<file path="config.mk">
export PLATFORM = sky130hd
export DESIGN_NAME = biquad_tdf2_filter
export DESIGN_NICKNAME = d
export VERILOG_FILES = /design/src/hdl/biq_pkg.sv /design/src/hdl/biquad_tdf2_filter.sv /design/src/hdl/biq_mul.sv /design/src/hdl/biq_dp.sv /design/src/hdl/biq_ctrl.sv
export VERILOG_INCLUDE_DIRS = /design/src /design/src/hdl
export SDC_FILE = /design/constraint.sdc
export NUM_CORES = 2
export LEC_CHECK = 0
export BUFFER_PORTS_ARGS = -buffer_cell sky130_fd_sc_hd__clkbuf_2
export CORE_ASPECT_RATIO = 0.7
export CORE_MARGIN = 3
export CORE_UTILIZATION = 35
export CTS_BUF_LIST = sky130_fd_sc_hd__clkbuf_4 sky130_fd_sc_hd__clkbuf_8 sky130_fd_sc_hd__clkbuf_16
export CTS_CLUSTER_DIAMETER = 50
export DETAILED_ROUTE_END_ITERATION = 10
export SETUP_SLACK_MARGIN = 0.02
export SLEW_MARGIN = 10
export SYNTH_ARGS = -nofsm -noshare
export SYNTH_HDL_FRONTEND = slang
export SYNTH_HIERARCHICAL = 1
export SYNTH_SLANG_ARGS = --single-unit
</file>
<file path="constraint.sdc">
create_clock -name clk_i -period 11.6 [get_ports clk_i]
set_clock_uncertainty 0.05 [all_clocks]
set_input_delay 0.58 -clock clk_i [delete_from_list [all_inputs] [get_ports clk_i]]
set_output_delay 0.58 -clock clk_i [all_outputs]
set_load 0.1 [all_outputs]
</file>
<file path="src/hdl/biquad_tdf2_filter_macros.svh">
// ---------------------------------------------------------------------------
// Biquad TDF-II assertion macros
// Shared property macros for the biquad section; empty when SYNTH is set.
// ---------------------------------------------------------------------------
`ifndef BIQUAD_TDF2_FILTER_MACROS_SVH
`define BIQUAD_TDF2_FILTER_MACROS_SVH

`ifndef SYNTH

// Same-cycle implication, disabled during reset
`define BQ_ASSERT_IMPL(lbl, clk, rstn, ante, cons) \
  lbl: assert property (@(posedge clk) disable iff (!(rstn)) (ante) |-> (cons)) \
    else $error("biquad assertion failed");

// Next-cycle implication, disabled during reset
`define BQ_ASSERT_NEXT(lbl, clk, rstn, ante, cons) \
  lbl: assert property (@(posedge clk) disable iff (!(rstn)) (ante) |=> (cons)) \
    else $error("biquad assertion failed");

`else

`define BQ_ASSERT_IMPL(lbl, clk, rstn, ante, cons)
`define BQ_ASSERT_NEXT(lbl, clk, rstn, ante, cons)

`endif

`endif

</file>
<file path="src/hdl/biq_pkg.sv">
// ---------------------------------------------------------------------------
// Biquad package
// Types, codes and default widths shared by the biquad section modules.
// ---------------------------------------------------------------------------
package biq_pkg;

  // Default widths
  localparam int unsigned SAMPLE_BITS_DEF = 24;
  localparam int unsigned COEF_BITS_DEF   = 32;

  // Configuration register indexes
  localparam int unsigned CFG_IDX_W = 3;

  typedef enum logic [CFG_IDX_W-1:0] {
    REG_B0 = 3'd0,
    REG_B1 = 3'd1,
    REG_B2 = 3'd2,
    REG_A1 = 3'd3,
    REG_A2 = 3'd4
  } cfg_idx_e;

  // Request commands
  localparam logic CMD_FILTER = 1'b0;
  localparam logic CMD_CLEAR  = 1'b1;

  // Sequencer states
  typedef enum logic [2:0] {
    S_IDLE,
    S_MB0,
    S_Y,
    S_D1A,
    S_D1B,
    S_D2A,
    S_D2B,
    S_CLR
  } state_e;

  // Multiplier operand select
  typedef enum logic [2:0] {
    MS_B0,
    MS_B1,
    MS_A1,
    MS_B2,
    MS_A2
  } mul_sel_e;

  // Accumulator operations
  typedef enum logic [2:0] {
    AL_NONE,
    AL_Y,      // y = sat(floor((prod + z1) / 2^frac))
    AL_ADD_Z2, // acc = prod + z2
    AL_N1,     // z1 = sat(acc - prod)
    AL_LOAD,   // acc = prod
    AL_N2,     // z2 = sat(acc - prod), result out
    AL_CLEAR   // zero states, zero result
  } alu_op_e;

  // Sequencer to datapath controls
  typedef struct packed {
    logic     cap;
    logic     mul_en;
    mul_sel_e mul_sel;
    alu_op_e  alu_op;
    logic     out_load;
  } ctrl_t;

endpackage

</file>
<file path="src/hdl/biquad_tdf2_filter.sv">
// ---------------------------------------------------------------------------
// Biquad TDF-II filter section
// One second-order IIR section in transposed direct form II, fixed point.
// Input channel (in_valid_i/in_ready_o) takes one request: a sample to
// filter or a clear command, plus a block-end marker that is copied out.
// Output channel (out_valid_o/out_ready_i) returns one result per request.
// Five Q4.(COEF_BITS-4) coefficients are written through cfg_we_i; the user
// must write them only while the section is idle, which the block itself
// does not enforce. Writes to unknown indexes are dropped. A filter request
// steps through S_MB0, S_Y, S_D1A, S_D1B, S_D2A and S_D2B and loads its
// result in S_D2B; in_ready_o returns high in the cycle after the result is
// loaded, so a new request waits until the last has left the sequencer. The
// steps are set by the five products that share one registered multiplier,
// one product per cycle. A clear request loads its result in S_CLR.
// A result waits in the output register while the receiver stalls; the next
// request is accepted meanwhile and its last step holds until the register
// frees up. Reset zeroes both delay states, restores the default
// coefficients (b0 = 1.0, others 0) and drops any pending result.
// ---------------------------------------------------------------------------
`include "biquad_tdf2_filter_macros.svh"

module biquad_tdf2_filter
  import biq_pkg::*;
#(
  parameter int unsigned SAMPLE_BITS = SAMPLE_BITS_DEF,
  parameter int unsigned COEF_BITS   = COEF_BITS_DEF
) (
  input  logic                          clk_i,
  input  logic                          rst_ni,
  // configuration
  input  logic                          cfg_we_i,
  input  logic [CFG_IDX_W-1:0]          cfg_index_i,
  input  logic [COEF_BITS-1:0]          cfg_data_i,
  // request channel
  input  logic                          in_valid_i,
  output logic                          in_ready_o,
  input  logic                          command_i,
  input  logic signed [SAMPLE_BITS-1:0] sample_in_i,
  input  logic                          block_end_i,
  // result channel
  output logic                          out_valid_o,
  input  logic                          out_ready_i,
  output logic signed [SAMPLE_BITS-1:0] sample_out_o,
  output logic                          clipped_o,
  output logic                          block_end_out_o
);

  localparam int unsigned STATE_BITS = SAMPLE_BITS + COEF_BITS;
  localparam logic signed [COEF_BITS-1:0] COEF_ONE = COEF_BITS'(1) << (COEF_BITS - 4);

  logic signed [COEF_BITS-1:0]   coef_b0_q, coef_b1_q, coef_b2_q, coef_a1_q, coef_a2_q;
  ctrl_t                         ctrl;
  logic signed [COEF_BITS-1:0]   mul_coef;
  logic signed [SAMPLE_BITS-1:0] mul_op;
  logic signed [STATE_BITS-1:0]  prod;

  // Coefficient registers
  always_ff @(posedge clk_i or negedge rst_ni) begin
    if (!rst_ni) begin
      coef_b0_q <= COEF_ONE;
      coef_b1_q <= '0;
      coef_b2_q <= '0;
      coef_a1_q <= '0;
      coef_a2_q <= '0;
    end else if (cfg_we_i) begin
      unique case (cfg_index_i)
        REG_B0:  coef_b0_q <= cfg_data_i;
        REG_B1:  coef_b1_q <= cfg_data_i;
        REG_B2:  coef_b2_q <= cfg_data_i;
        REG_A1:  coef_a1_q <= cfg_data_i;
        REG_A2:  coef_a2_q <= cfg_data_i;
        default: ;
      endcase
    end
  end

  // Sequencer
  biq_ctrl u_ctrl (
    .clk_i       (clk_i),
    .rst_ni      (rst_ni),
    .in_valid_i  (in_valid_i),
    .in_ready_o  (in_ready_o),
    .command_i   (command_i),
    .out_valid_o (out_valid_o),
    .out_ready_i (out_ready_i),
    .ctrl_o      (ctrl)
  );

  // Shared multiplier
  biq_mul #(
    .SAMPLE_BITS (SAMPLE_BITS),
    .COEF_BITS   (COEF_BITS)
  ) u_mul (
    .clk_i  (clk_i),
    .en_i   (ctrl.mul_en),
    .coef_i (mul_coef),
    .op_i   (mul_op),
    .prod_o (prod)
  );

  // Datapath
  biq_dp #(
    .SAMPLE_BITS (SAMPLE_BITS),
    .COEF_BITS   (COEF_BITS)
  ) u_dp (
    .clk_i           (clk_i),
    .rst_ni          (rst_ni),
    .ctrl_i          (ctrl),
    .sample_in_i     (sample_in_i),
    .block_end_i     (block_end_i),
    .coef_b0_i       (coef_b0_q),
    .coef_b1_i       (coef_b1_q),
    .coef_b2_i       (coef_b2_q),
    .coef_a1_i       (coef_a1_q),
    .coef_a2_i       (coef_a2_q),
    .mul_coef_o      (mul_coef),
    .mul_op_o        (mul_op),
    .prod_i          (prod),
    .sample_out_o    (sample_out_o),
    .clipped_o       (clipped_o),
    .block_end_out_o (block_end_out_o)
  );

  // Checks
  // an accepted request leaves the sequencer busy in the cycle after acceptance
  `BQ_ASSERT_NEXT(a_busy_after_accept, clk_i, rst_ni, in_valid_i && in_ready_o, !in_ready_o)
  // a new result appears exactly when the sequencer has gone back to idle
  `BQ_ASSERT_IMPL(a_idle_on_result, clk_i, rst_ni, $rose(out_valid_o), in_ready_o)
  // a clear request that is not stalled yields a zero, unclipped result
  `BQ_ASSERT_NEXT(a_clear_result, clk_i, rst_ni, ctrl.alu_op == AL_CLEAR, out_valid_o && sample_out_o == '0 && !clipped_o)

endmodule

</file>
<file path="src/hdl/biq_mul.sv">
// ---------------------------------------------------------------------------
// Biquad shared multiplier
// Signed coefficient by sample multiply with a registered product.
// ---------------------------------------------------------------------------
module biq_mul
  import biq_pkg::*;
#(
  parameter int unsigned SAMPLE_BITS = SAMPLE_BITS_DEF,
  parameter int unsigned COEF_BITS   = COEF_BITS_DEF
) (
  input  logic                                     clk_i,
  input  logic                                     en_i,
  input  logic signed [COEF_BITS-1:0]              coef_i,
  input  logic signed [SAMPLE_BITS-1:0]            op_i,
  output logic signed [SAMPLE_BITS+COEF_BITS-1:0]  prod_o
);

  localparam int unsigned STATE_BITS = SAMPLE_BITS + COEF_BITS;

  logic signed [STATE_BITS-1:0] prod_d, prod_q;

  // Full-precision product
  assign prod_d = coef_i * op_i;

  always_ff @(posedge clk_i) begin
    if (en_i) begin
      prod_q <= prod_d;
    end
  end

  assign prod_o = prod_q;

endmodule

</file>
<file path="src/hdl/biq_dp.sv">
// ---------------------------------------------------------------------------
// Biquad datapath
// Operand selection, accumulator, saturation, delay states and result
// register of the biquad section.
// ---------------------------------------------------------------------------
module biq_dp
  import biq_pkg::*;
#(
  parameter int unsigned SAMPLE_BITS = SAMPLE_BITS_DEF,
  parameter int unsigned COEF_BITS   = COEF_BITS_DEF
) (
  input  logic                                    clk_i,
  input  logic                                    rst_ni,
  input  ctrl_t                                   ctrl_i,
  input  logic signed [SAMPLE_BITS-1:0]           sample_in_i,
  input  logic                                    block_end_i,
  input  logic signed [COEF_BITS-1:0]             coef_b0_i,
  input  logic signed [COEF_BITS-1:0]             coef_b1_i,
  input  logic signed [COEF_BITS-1:0]             coef_b2_i,
  input  logic signed [COEF_BITS-1:0]             coef_a1_i,
  input  logic signed [COEF_BITS-1:0]             coef_a2_i,
  output logic signed [COEF_BITS-1:0]             mul_coef_o,
  output logic signed [SAMPLE_BITS-1:0]           mul_op_o,
  input  logic signed [SAMPLE_BITS+COEF_BITS-1:0] prod_i,
  output logic signed [SAMPLE_BITS-1:0]           sample_out_o,
  output logic                                    clipped_o,
  output logic                                    block_end_out_o
);

  localparam int unsigned STATE_BITS = SAMPLE_BITS + COEF_BITS;
  localparam int unsigned ACC_W      = STATE_BITS + 2;
  localparam int unsigned COEF_FRAC  = COEF_BITS - 4;

  localparam logic signed [SAMPLE_BITS-1:0] SMP_MAX = {1'b0, {(SAMPLE_BITS-1){1'b1}}};
  localparam logic signed [SAMPLE_BITS-1:0] SMP_MIN = {1'b1, {(SAMPLE_BITS-1){1'b0}}};
  localparam logic signed [STATE_BITS-1:0]  ST_MAX  = {1'b0, {(STATE_BITS-1){1'b1}}};
  localparam logic signed [STATE_BITS-1:0]  ST_MIN  = {1'b1, {(STATE_BITS-1){1'b0}}};

  logic signed [SAMPLE_BITS-1:0] x_q, y_q, y_d;
  logic                          be_q;
  logic signed [ACC_W-1:0]       acc_q, acc_d;
  logic signed [STATE_BITS-1:0]  z1_q, z1_d, z2_q, z2_d;
  logic                          clip_q, clip_d;
  logic signed [SAMPLE_BITS-1:0] out_smp_q, out_smp_d;
  logic                          out_clip_q, out_clip_d;
  logic                          out_be_q;

  logic signed [ACC_W-1:0]       prod_ext;
  logic signed [ACC_W-1:0]       sum_y, sh_y, sum_z2, diff;
  logic                          y_ovf, st_ovf;
  logic signed [SAMPLE_BITS-1:0] y_sat;
  logic signed [STATE_BITS-1:0]  st_sat;

  // Multiplier operand select
  always_comb begin
    unique case (ctrl_i.mul_sel)
      MS_B0:   mul_coef_o = coef_b0_i;
      MS_B1:   mul_coef_o = coef_b1_i;
      MS_A1:   mul_coef_o = coef_a1_i;
      MS_B2:   mul_coef_o = coef_b2_i;
      MS_A2:   mul_coef_o = coef_a2_i;
      default: mul_coef_o = coef_b0_i;
    endcase
    mul_op_o = ((ctrl_i.mul_sel == MS_A1) || (ctrl_i.mul_sel == MS_A2)) ? y_q : x_q;
  end

  // Output sample: add z1, arithmetic shift to sample format, clamp
  assign prod_ext = ACC_W'(prod_i);
  assign sum_y    = prod_ext + ACC_W'(z1_q);
  assign sh_y     = sum_y >>> COEF_FRAC;
  assign y_ovf    = !((&sh_y[ACC_W-1:SAMPLE_BITS-1]) || !(|sh_y[ACC_W-1:SAMPLE_BITS-1]));
  assign y_sat    = y_ovf ? (sh_y[ACC_W-1] ? SMP_MIN : SMP_MAX) : sh_y[SAMPLE_BITS-1:0];

  // State terms: partial sum with z2, subtract feedback, clamp
  assign sum_z2 = prod_ext + ACC_W'(z2_q);
  assign diff   = acc_q - prod_ext;
  assign st_ovf = !((&diff[ACC_W-1:STATE_BITS-1]) || !(|diff[ACC_W-1:STATE_BITS-1]));
  assign st_sat = st_ovf ? (diff[ACC_W-1] ? ST_MIN : ST_MAX) : diff[STATE_BITS-1:0];

  // Accumulator and state update
  always_comb begin
    y_d        = y_q;
    acc_d      = acc_q;
    z1_d       = z1_q;
    z2_d       = z2_q;
    clip_d     = ctrl_i.cap ? 1'b0 : clip_q;
    out_smp_d  = out_smp_q;
    out_clip_d = out_clip_q;
    unique case (ctrl_i.alu_op)
      AL_NONE: ;
      AL_Y: begin
        y_d    = y_sat;
        clip_d = clip_q | y_ovf;
      end
      AL_ADD_Z2: acc_d = sum_z2;
      AL_N1: begin
        z1_d   = st_sat;
        clip_d = clip_q | st_ovf;
      end
      AL_LOAD: acc_d = prod_ext;
      AL_N2: begin
        z2_d       = st_sat;
        out_smp_d  = y_q;
        out_clip_d = clip_q | st_ovf;
      end
      AL_CLEAR: begin
        z1_d       = '0;
        z2_d       = '0;
        out_smp_d  = '0;
        out_clip_d = 1'b0;
      end
      default: ;
    endcase
  end

  // Delay states
  always_ff @(posedge clk_i or negedge rst_ni) begin
    if (!rst_ni) begin
      z1_q <= '0;
      z2_q <= '0;
    end else begin
      z1_q <= z1_d;
      z2_q <= z2_d;
    end
  end

  // Working and result registers
  always_ff @(posedge clk_i) begin
    if (ctrl_i.cap) begin
      x_q  <= sample_in_i;
      be_q <= block_end_i;
    end
    y_q        <= y_d;
    acc_q      <= acc_d;
    clip_q     <= clip_d;
    out_smp_q  <= out_smp_d;
    out_clip_q <= out_clip_d;
    if (ctrl_i.out_load) begin
      out_be_q <= be_q;
    end
  end

  assign sample_out_o    = out_smp_q;
  assign clipped_o       = out_clip_q;
  assign block_end_out_o = out_be_q;

endmodule

</file>
<file path="src/hdl/biq_ctrl.sv">
// ---------------------------------------------------------------------------
// Biquad sequencer
// Steps the shared multiplier and accumulator through one request and
// owns the input ready and result valid flags.
// ---------------------------------------------------------------------------
module biq_ctrl
  import biq_pkg::*;
(
  input  logic  clk_i,
  input  logic  rst_ni,
  input  logic  in_valid_i,
  output logic  in_ready_o,
  input  logic  command_i,
  output logic  out_valid_o,
  input  logic  out_ready_i,
  output ctrl_t ctrl_o
);

  state_e state_q, state_d;
  logic   out_valid_q, out_valid_d;
  logic   accept;
  logic   out_free;

  assign in_ready_o = (state_q == S_IDLE);
  assign accept     = in_valid_i && in_ready_o;
  assign out_free   = !out_valid_q || out_ready_i;

  // Next state
  always_comb begin
    state_d = state_q;
    unique case (state_q)
      S_IDLE: begin
        if (accept) begin
          state_d = (command_i == CMD_CLEAR) ? S_CLR : S_MB0;
        end
      end
      S_MB0: state_d = S_Y;
      S_Y:   state_d = S_D1A;
      S_D1A: state_d = S_D1B;
      S_D1B: state_d = S_D2A;
      S_D2A: state_d = S_D2B;
      S_D2B: if (out_free) state_d = S_IDLE;
      S_CLR: if (out_free) state_d = S_IDLE;
      default: state_d = S_IDLE;
    endcase
  end

  // Step controls
  always_comb begin
    ctrl_o.cap      = 1'b0;
    ctrl_o.mul_en   = 1'b0;
    ctrl_o.mul_sel  = MS_B0;
    ctrl_o.alu_op   = AL_NONE;
    ctrl_o.out_load = 1'b0;
    unique case (state_q)
      S_IDLE: ctrl_o.cap = accept;
      S_MB0: begin
        ctrl_o.mul_en  = 1'b1;
        ctrl_o.mul_sel = MS_B0;
      end
      S_Y: begin
        ctrl_o.mul_en  = 1'b1;
        ctrl_o.mul_sel = MS_B1;
        ctrl_o.alu_op  = AL_Y;
      end
      S_D1A: begin
        ctrl_o.mul_en  = 1'b1;
        ctrl_o.mul_sel = MS_A1;
        ctrl_o.alu_op  = AL_ADD_Z2;
      end
      S_D1B: begin
        ctrl_o.mul_en  = 1'b1;
        ctrl_o.mul_sel = MS_B2;
        ctrl_o.alu_op  = AL_N1;
      end
      S_D2A: begin
        ctrl_o.mul_en  = 1'b1;
        ctrl_o.mul_sel = MS_A2;
        ctrl_o.alu_op  = AL_LOAD;
      end
      S_D2B: begin
        // hold here until the result register is free
        if (out_free) begin
          ctrl_o.alu_op   = AL_N2;
          ctrl_o.out_load = 1'b1;
        end
      end
      S_CLR: begin
        if (out_free) begin
          ctrl_o.alu_op   = AL_CLEAR;
          ctrl_o.out_load = 1'b1;
        end
      end
      default: ;
    endcase
  end

  // Result valid flag
  always_comb begin
    if (ctrl_o.out_load) begin
      out_valid_d = 1'b1;
    end else if (out_ready_i) begin
      out_valid_d = 1'b0;
    end else begin
      out_valid_d = out_valid_q;
    end
  end

  always_ff @(posedge clk_i or negedge rst_ni) begin
    if (!rst_ni) begin
      state_q     <= S_IDLE;
      out_valid_q <= 1'b0;
    end else begin
      state_q     <= state_d;
      out_valid_q <= out_valid_d;
    end
  end

  assign out_valid_o = out_valid_q;

endmodule

</file>
== Word-level counts from Yosys, hierarchy flattened ==
Cells that the tools add are included.
Word-level totals
  register bits: 466
  input bits: 66
  output and inout port bits: 28
  logic and storage cells: 100
Cells by class
  $add $sub $neg: 3
  multipliers: 1
  equal/unequal tests: 23
  multiplexer cells: 25
  bitwise operators: 2
  reductions and logical operators: 28
Operators by type and width (count)
  $pmux 56 s2: 2
  $pmux 32 s4: 1
  $pmux 58 s2: 1
  $add 56x56->57: 2
  $mux 56: 2
  $mux 24: 3
  $sub 58x56->58: 1
  $mul 32x24->56: 1
  $pmux 24 s2: 1
  $eq 3x3->1 const B: 9
  $eq 3x2->1 const B: 8
  $pmux 3 s7: 1
  $pmux 4 s5: 1
  $pmux 3 s6: 1
  $eq 3x1->1 const B: 4
  $reduce_and 2->1: 6
  $mux 3: 3
  $mux 4: 2
  $reduce_bool 2->1: 4
  $reduce_and 7->1: 1
  $reduce_or 7->1: 1
  $logic_not 3->1: 2
  $pmux 1 s2: 3
  $logic_not 1->1: 5
  other kinds (10): 17

== Longest topological paths before layout ==
  depth after elaboration: 7
  gate-level depth with buffers: 38
  gate-level depth less buffers: 33

== Cells and area by module ==
Netlist, hierarchy kept.
By module, submodules not included
  biq_mul: times used 1, cells an instance 2977, area an instance 28512.3 um^2, sequential area each 1681.6 um^2
  biq_dp: times used 1, cells an instance 2349, area an instance 19796.5 um^2, sequential area each 6796.5 um^2
  biquad_tdf2_filter: times used 1, cells an instance 343, area an instance 6034.5 um^2, sequential area each 4005.1 um^2
  biq_ctrl: times used 1, cells an instance 38, area an instance 325.3 um^2, sequential area each 100.1 um^2

== Worst setup path after synthesis ==
Ideal clock, no wire load.
  path kind: register -> register
  start: reg u_ctrl.state_q[1]
  end: reg u_mul.prod_q[55] (netlist: u_mul/prod_o[55]), data pin
  library setup time: 269 ps
  arrival time: 8487 ps
  data required time: 11281 ps
  path slack: 2794 ps
  stages on the path, launching flop included: 34
  buffers on the path: 5
  period minus slack after synthesis: 8806 ps
  cell sequence: dfrtp_1 buf_6 xnor2_1 nor2_1 nor2_1 and2_1 clkbuf_1 nor2_1 clkbuf_1 mux2_2 clkbuf_1 nand2_1 inv_1 fa_1 fa_1 inv_1 fa_1 inv_1 fa_1 fa_1 fa_1 fa_1 ha_1 buf_6 a21o_1 a21o_1 a21oi_1 nand3_1 nor3_1 o21ai_1 a221oi_2 o21ai_1 a2111oi_0 nor3_1
RTL lines
  from (decl): line biq_ctrl.sv:19  | state_e state_q, state_d;
  from (signal assigned): line biq_ctrl.sv:114  | state_q <= state_d;
  to (signal assigned): line biq_mul.sv:27  | prod_q <= prod_d;
  to (decl): line biq_mul.sv:20  | logic signed [STATE_BITS-1:0] prod_d, prod_q;

==> metrics.txt <==
status=completed; GP Congestion=between 0.9 and 1; port bufs=just over 90; Root Driver=clkbuf_16; layout cells sized above 1=between 9 and 10%; number of synthesized flops with an enable pin=roughly 190; CP required=about 12000 ps; Netlist cell types=102; Final Core Density=just under 40%; Placed Cells=about 7700; Cell Rows=between 100 and 150; post_cts resized=0; Via Count=between 40000 and 50000; routed vias/inst=roughly 5.2; H-tree Lvls=3; initial core utilization=35.49%; Crit-path slowest cell=fa_1; CTS tree=built; unrepaired setup endpoints after global routing=false; final WL=about 160000 µm; Worst setup EP type=flop; WL per Instance=~21 µm; Synth area leaders=fa_1 29%, dfrtp_1 13%, edfxtp_1 10%, ha_1 7.3%, inv_1 6.1%; clk sinks=approximately 470; initial antenna violation count=2; 1st-iter DRT viols=3490; Max-Cap Viols=0; Hold Path Class=input pin to flop; syn_nets=about 7000; area of the die=between 150000 and 200000 µm²; chip width=approximately 480 µm; CTS buffer count=between 60 and 70; post-synthesis cell count=around 5700; hold buffers post-CTS=2; top cell type's share of synthesized area=about 29%; Worst Path Arrival=roughly 11000 ps; GRT Overall Usage=about a fifth; Final Cycle Share=91.89%; max-slew violations=0; YS warnings=6; Die Y=between 300 and 400 µm; Finished Layout Cells=between 7000 and 8000; total gr overflow=0; dominant synthesized flop cell=dfrtp_1; fin nets=a little under 7000; Worst-path clk slew=roughly 60 ps; post-synthesis sequential area ratio=about 23%; number of global-route vias before repair=around 42000; most common cell after layout, fill and taps aside=inv_1; Slew @ Worst Pin=1249 ps; Syn-to-layout area delta=9.093%; Mapped Area=54670 µm²; largest net degree at the start of global routing=just under 90; DP Wirelength=~130000 µm; Max FO, Critical Path=32; R2R Setup Slk=around 940 ps; Antenna Nets Post-Route=0; Achievable Freq=approximately 0.094 GHz; cell accounting for the most synthesized area=fa_1; Setup Fix Bufs, Post-CTS=0; Mapped Avg Cell Area=9.579 µm²; Slew HR=16.62%; deepest clock path buffer count=3; most frequent cells in the layout=888 x inv_1, 785 x fa_1, 677 x nand2_1; Fin. Hold Viols=0; final setup fails=0; Top cell by count, worst path=fa_1; first drt pass iteration count=6; Clock Latency Late Sink=670 ps; slowest cell delay on critical path=830 ps; number of synthesized register bits=between 400 and 500; core footprint=154000 µm²; drc violations=0; first-pass GRT wire length=about 260000 µm; startpoint types=flop; Crit Path Class=flop to flop; Setup TNS=0 ps; async set or reset register ratio after synthesis=between 50 and 60%; Min Clock Period, post-route=around 11000 ps; I/O pin cnt=94
## path summary, 6_finish.rpt
| kind | from | endpoint | depth (start not counted) |
|---|---|---|---|
| worst min-delay path | sample_in_i[14] | u_dp/x_q[14]$_DFFE_PP_ | 1 |
| min in group asynchronous | rst_ni | u_ctrl/state_q[0]$_DFFE_PN0P_ | 2 |
| max in group asynchronous | rst_ni | coef_a1_q[28]$_DFFE_PN0P_ | 4 |
| worst min register to register | u_dp/be_q$_DFFE_PP_ | u_dp/block_end_out_o$_DFFE_PP_ | 0 |
| worst max register to register | u_ctrl/state_q[2]$_DFFE_PN0P_ | u_mul/prod_o[55]$_DFFE_PP_ | 26 |
| worst max-delay path | u_ctrl/state_q[2]$_DFFE_PN0P_ | u_mul/prod_o[55]$_DFFE_PP_ | 26 |
## flip-flops by register name, summed over array words and instances, names as in the netlist, 3 cells and up
register and count:
u_dp/acc_q 57, u_dp/z1_q 56, u_dp/z2_q 56, u_mul/prod_o 56, coef_a1_q 32, coef_a2_q 32
coef_b0_q 32, coef_b1_q 32, coef_b2_q 32, u_dp/sample_out_o 24, u_dp/x_q 24, u_dp/y_q 24
u_ctrl/state_q 3
## through the flow
stage	cell area [µm²]	hold WS [ps]	worst slack (ps)
after floorplan	54670	234.4	2794
after global placement	57140	352.1	1311
after detailed placement	57140	355.4	1157
after CTS	59630	9.067	1098
after global routing	59630	22.54	351.4
final	59640	58.80	940.8
## worst max-delay path: cells and delay by family, from the launching register on
family | cells | cell delay, ps
buffers and inverters | 5 | 1110
adders and majority gates | 8 | 4450
DFF | 1 | 660
muxes | 1 | 740
AOI/OAI and AO/OA | 5 | 1320
and+or+nand+nor | 7 | 1990
## kinds of logic after synthesis
group / after synthesis / share of synthesized area [%]
flip-flops: 465 / 23.02
AO/OA/AOI/OAI: 974 / 11.37
buffers and inverters: 1173 / 8.356
XOR/XNOR: 182 / 2.916
adder cells (fa/ha/maj): 1103 / 36.02
AND/OR/NAND/NOR: 1620 / 14.40
multiplexers: 190 / 3.916
## cell type report
class	count	area [µm²]
antenna	2	5.005
clock buffer	78	1831
clock inverter	45	635.6
fill	15320	94410
inverter	890	3341
multi-input combinational	4069	37640
sequential	465	12580
tap	2074	2595
timing repair buffer	163	1006
## synthesized netlist by cell type, types with 79 or more instances
master,number
o21ai_0,210
and2_1,405
edfxtp_1,189
clkbuf_1,239
dfrtp_1,275
inv_1,888
nand3_1,79
nor2_1,221
ha_1,318
nand2_1,678
mux2_2,175
a21o_1,122
fa_1,785
a21oi_1,282
xnor2_1,122
## per-layer routing
metal,GRT usage [%],part of all wire [%]
met5,0,0
met3,5.111,8.9
met4,5.543,2.6
met2,30.02,42
met1,30.24,47
Power is left out: the tool's default activity adds up to more than one toggle a clock period on the data nets, which glitch-free logic cannot reach.
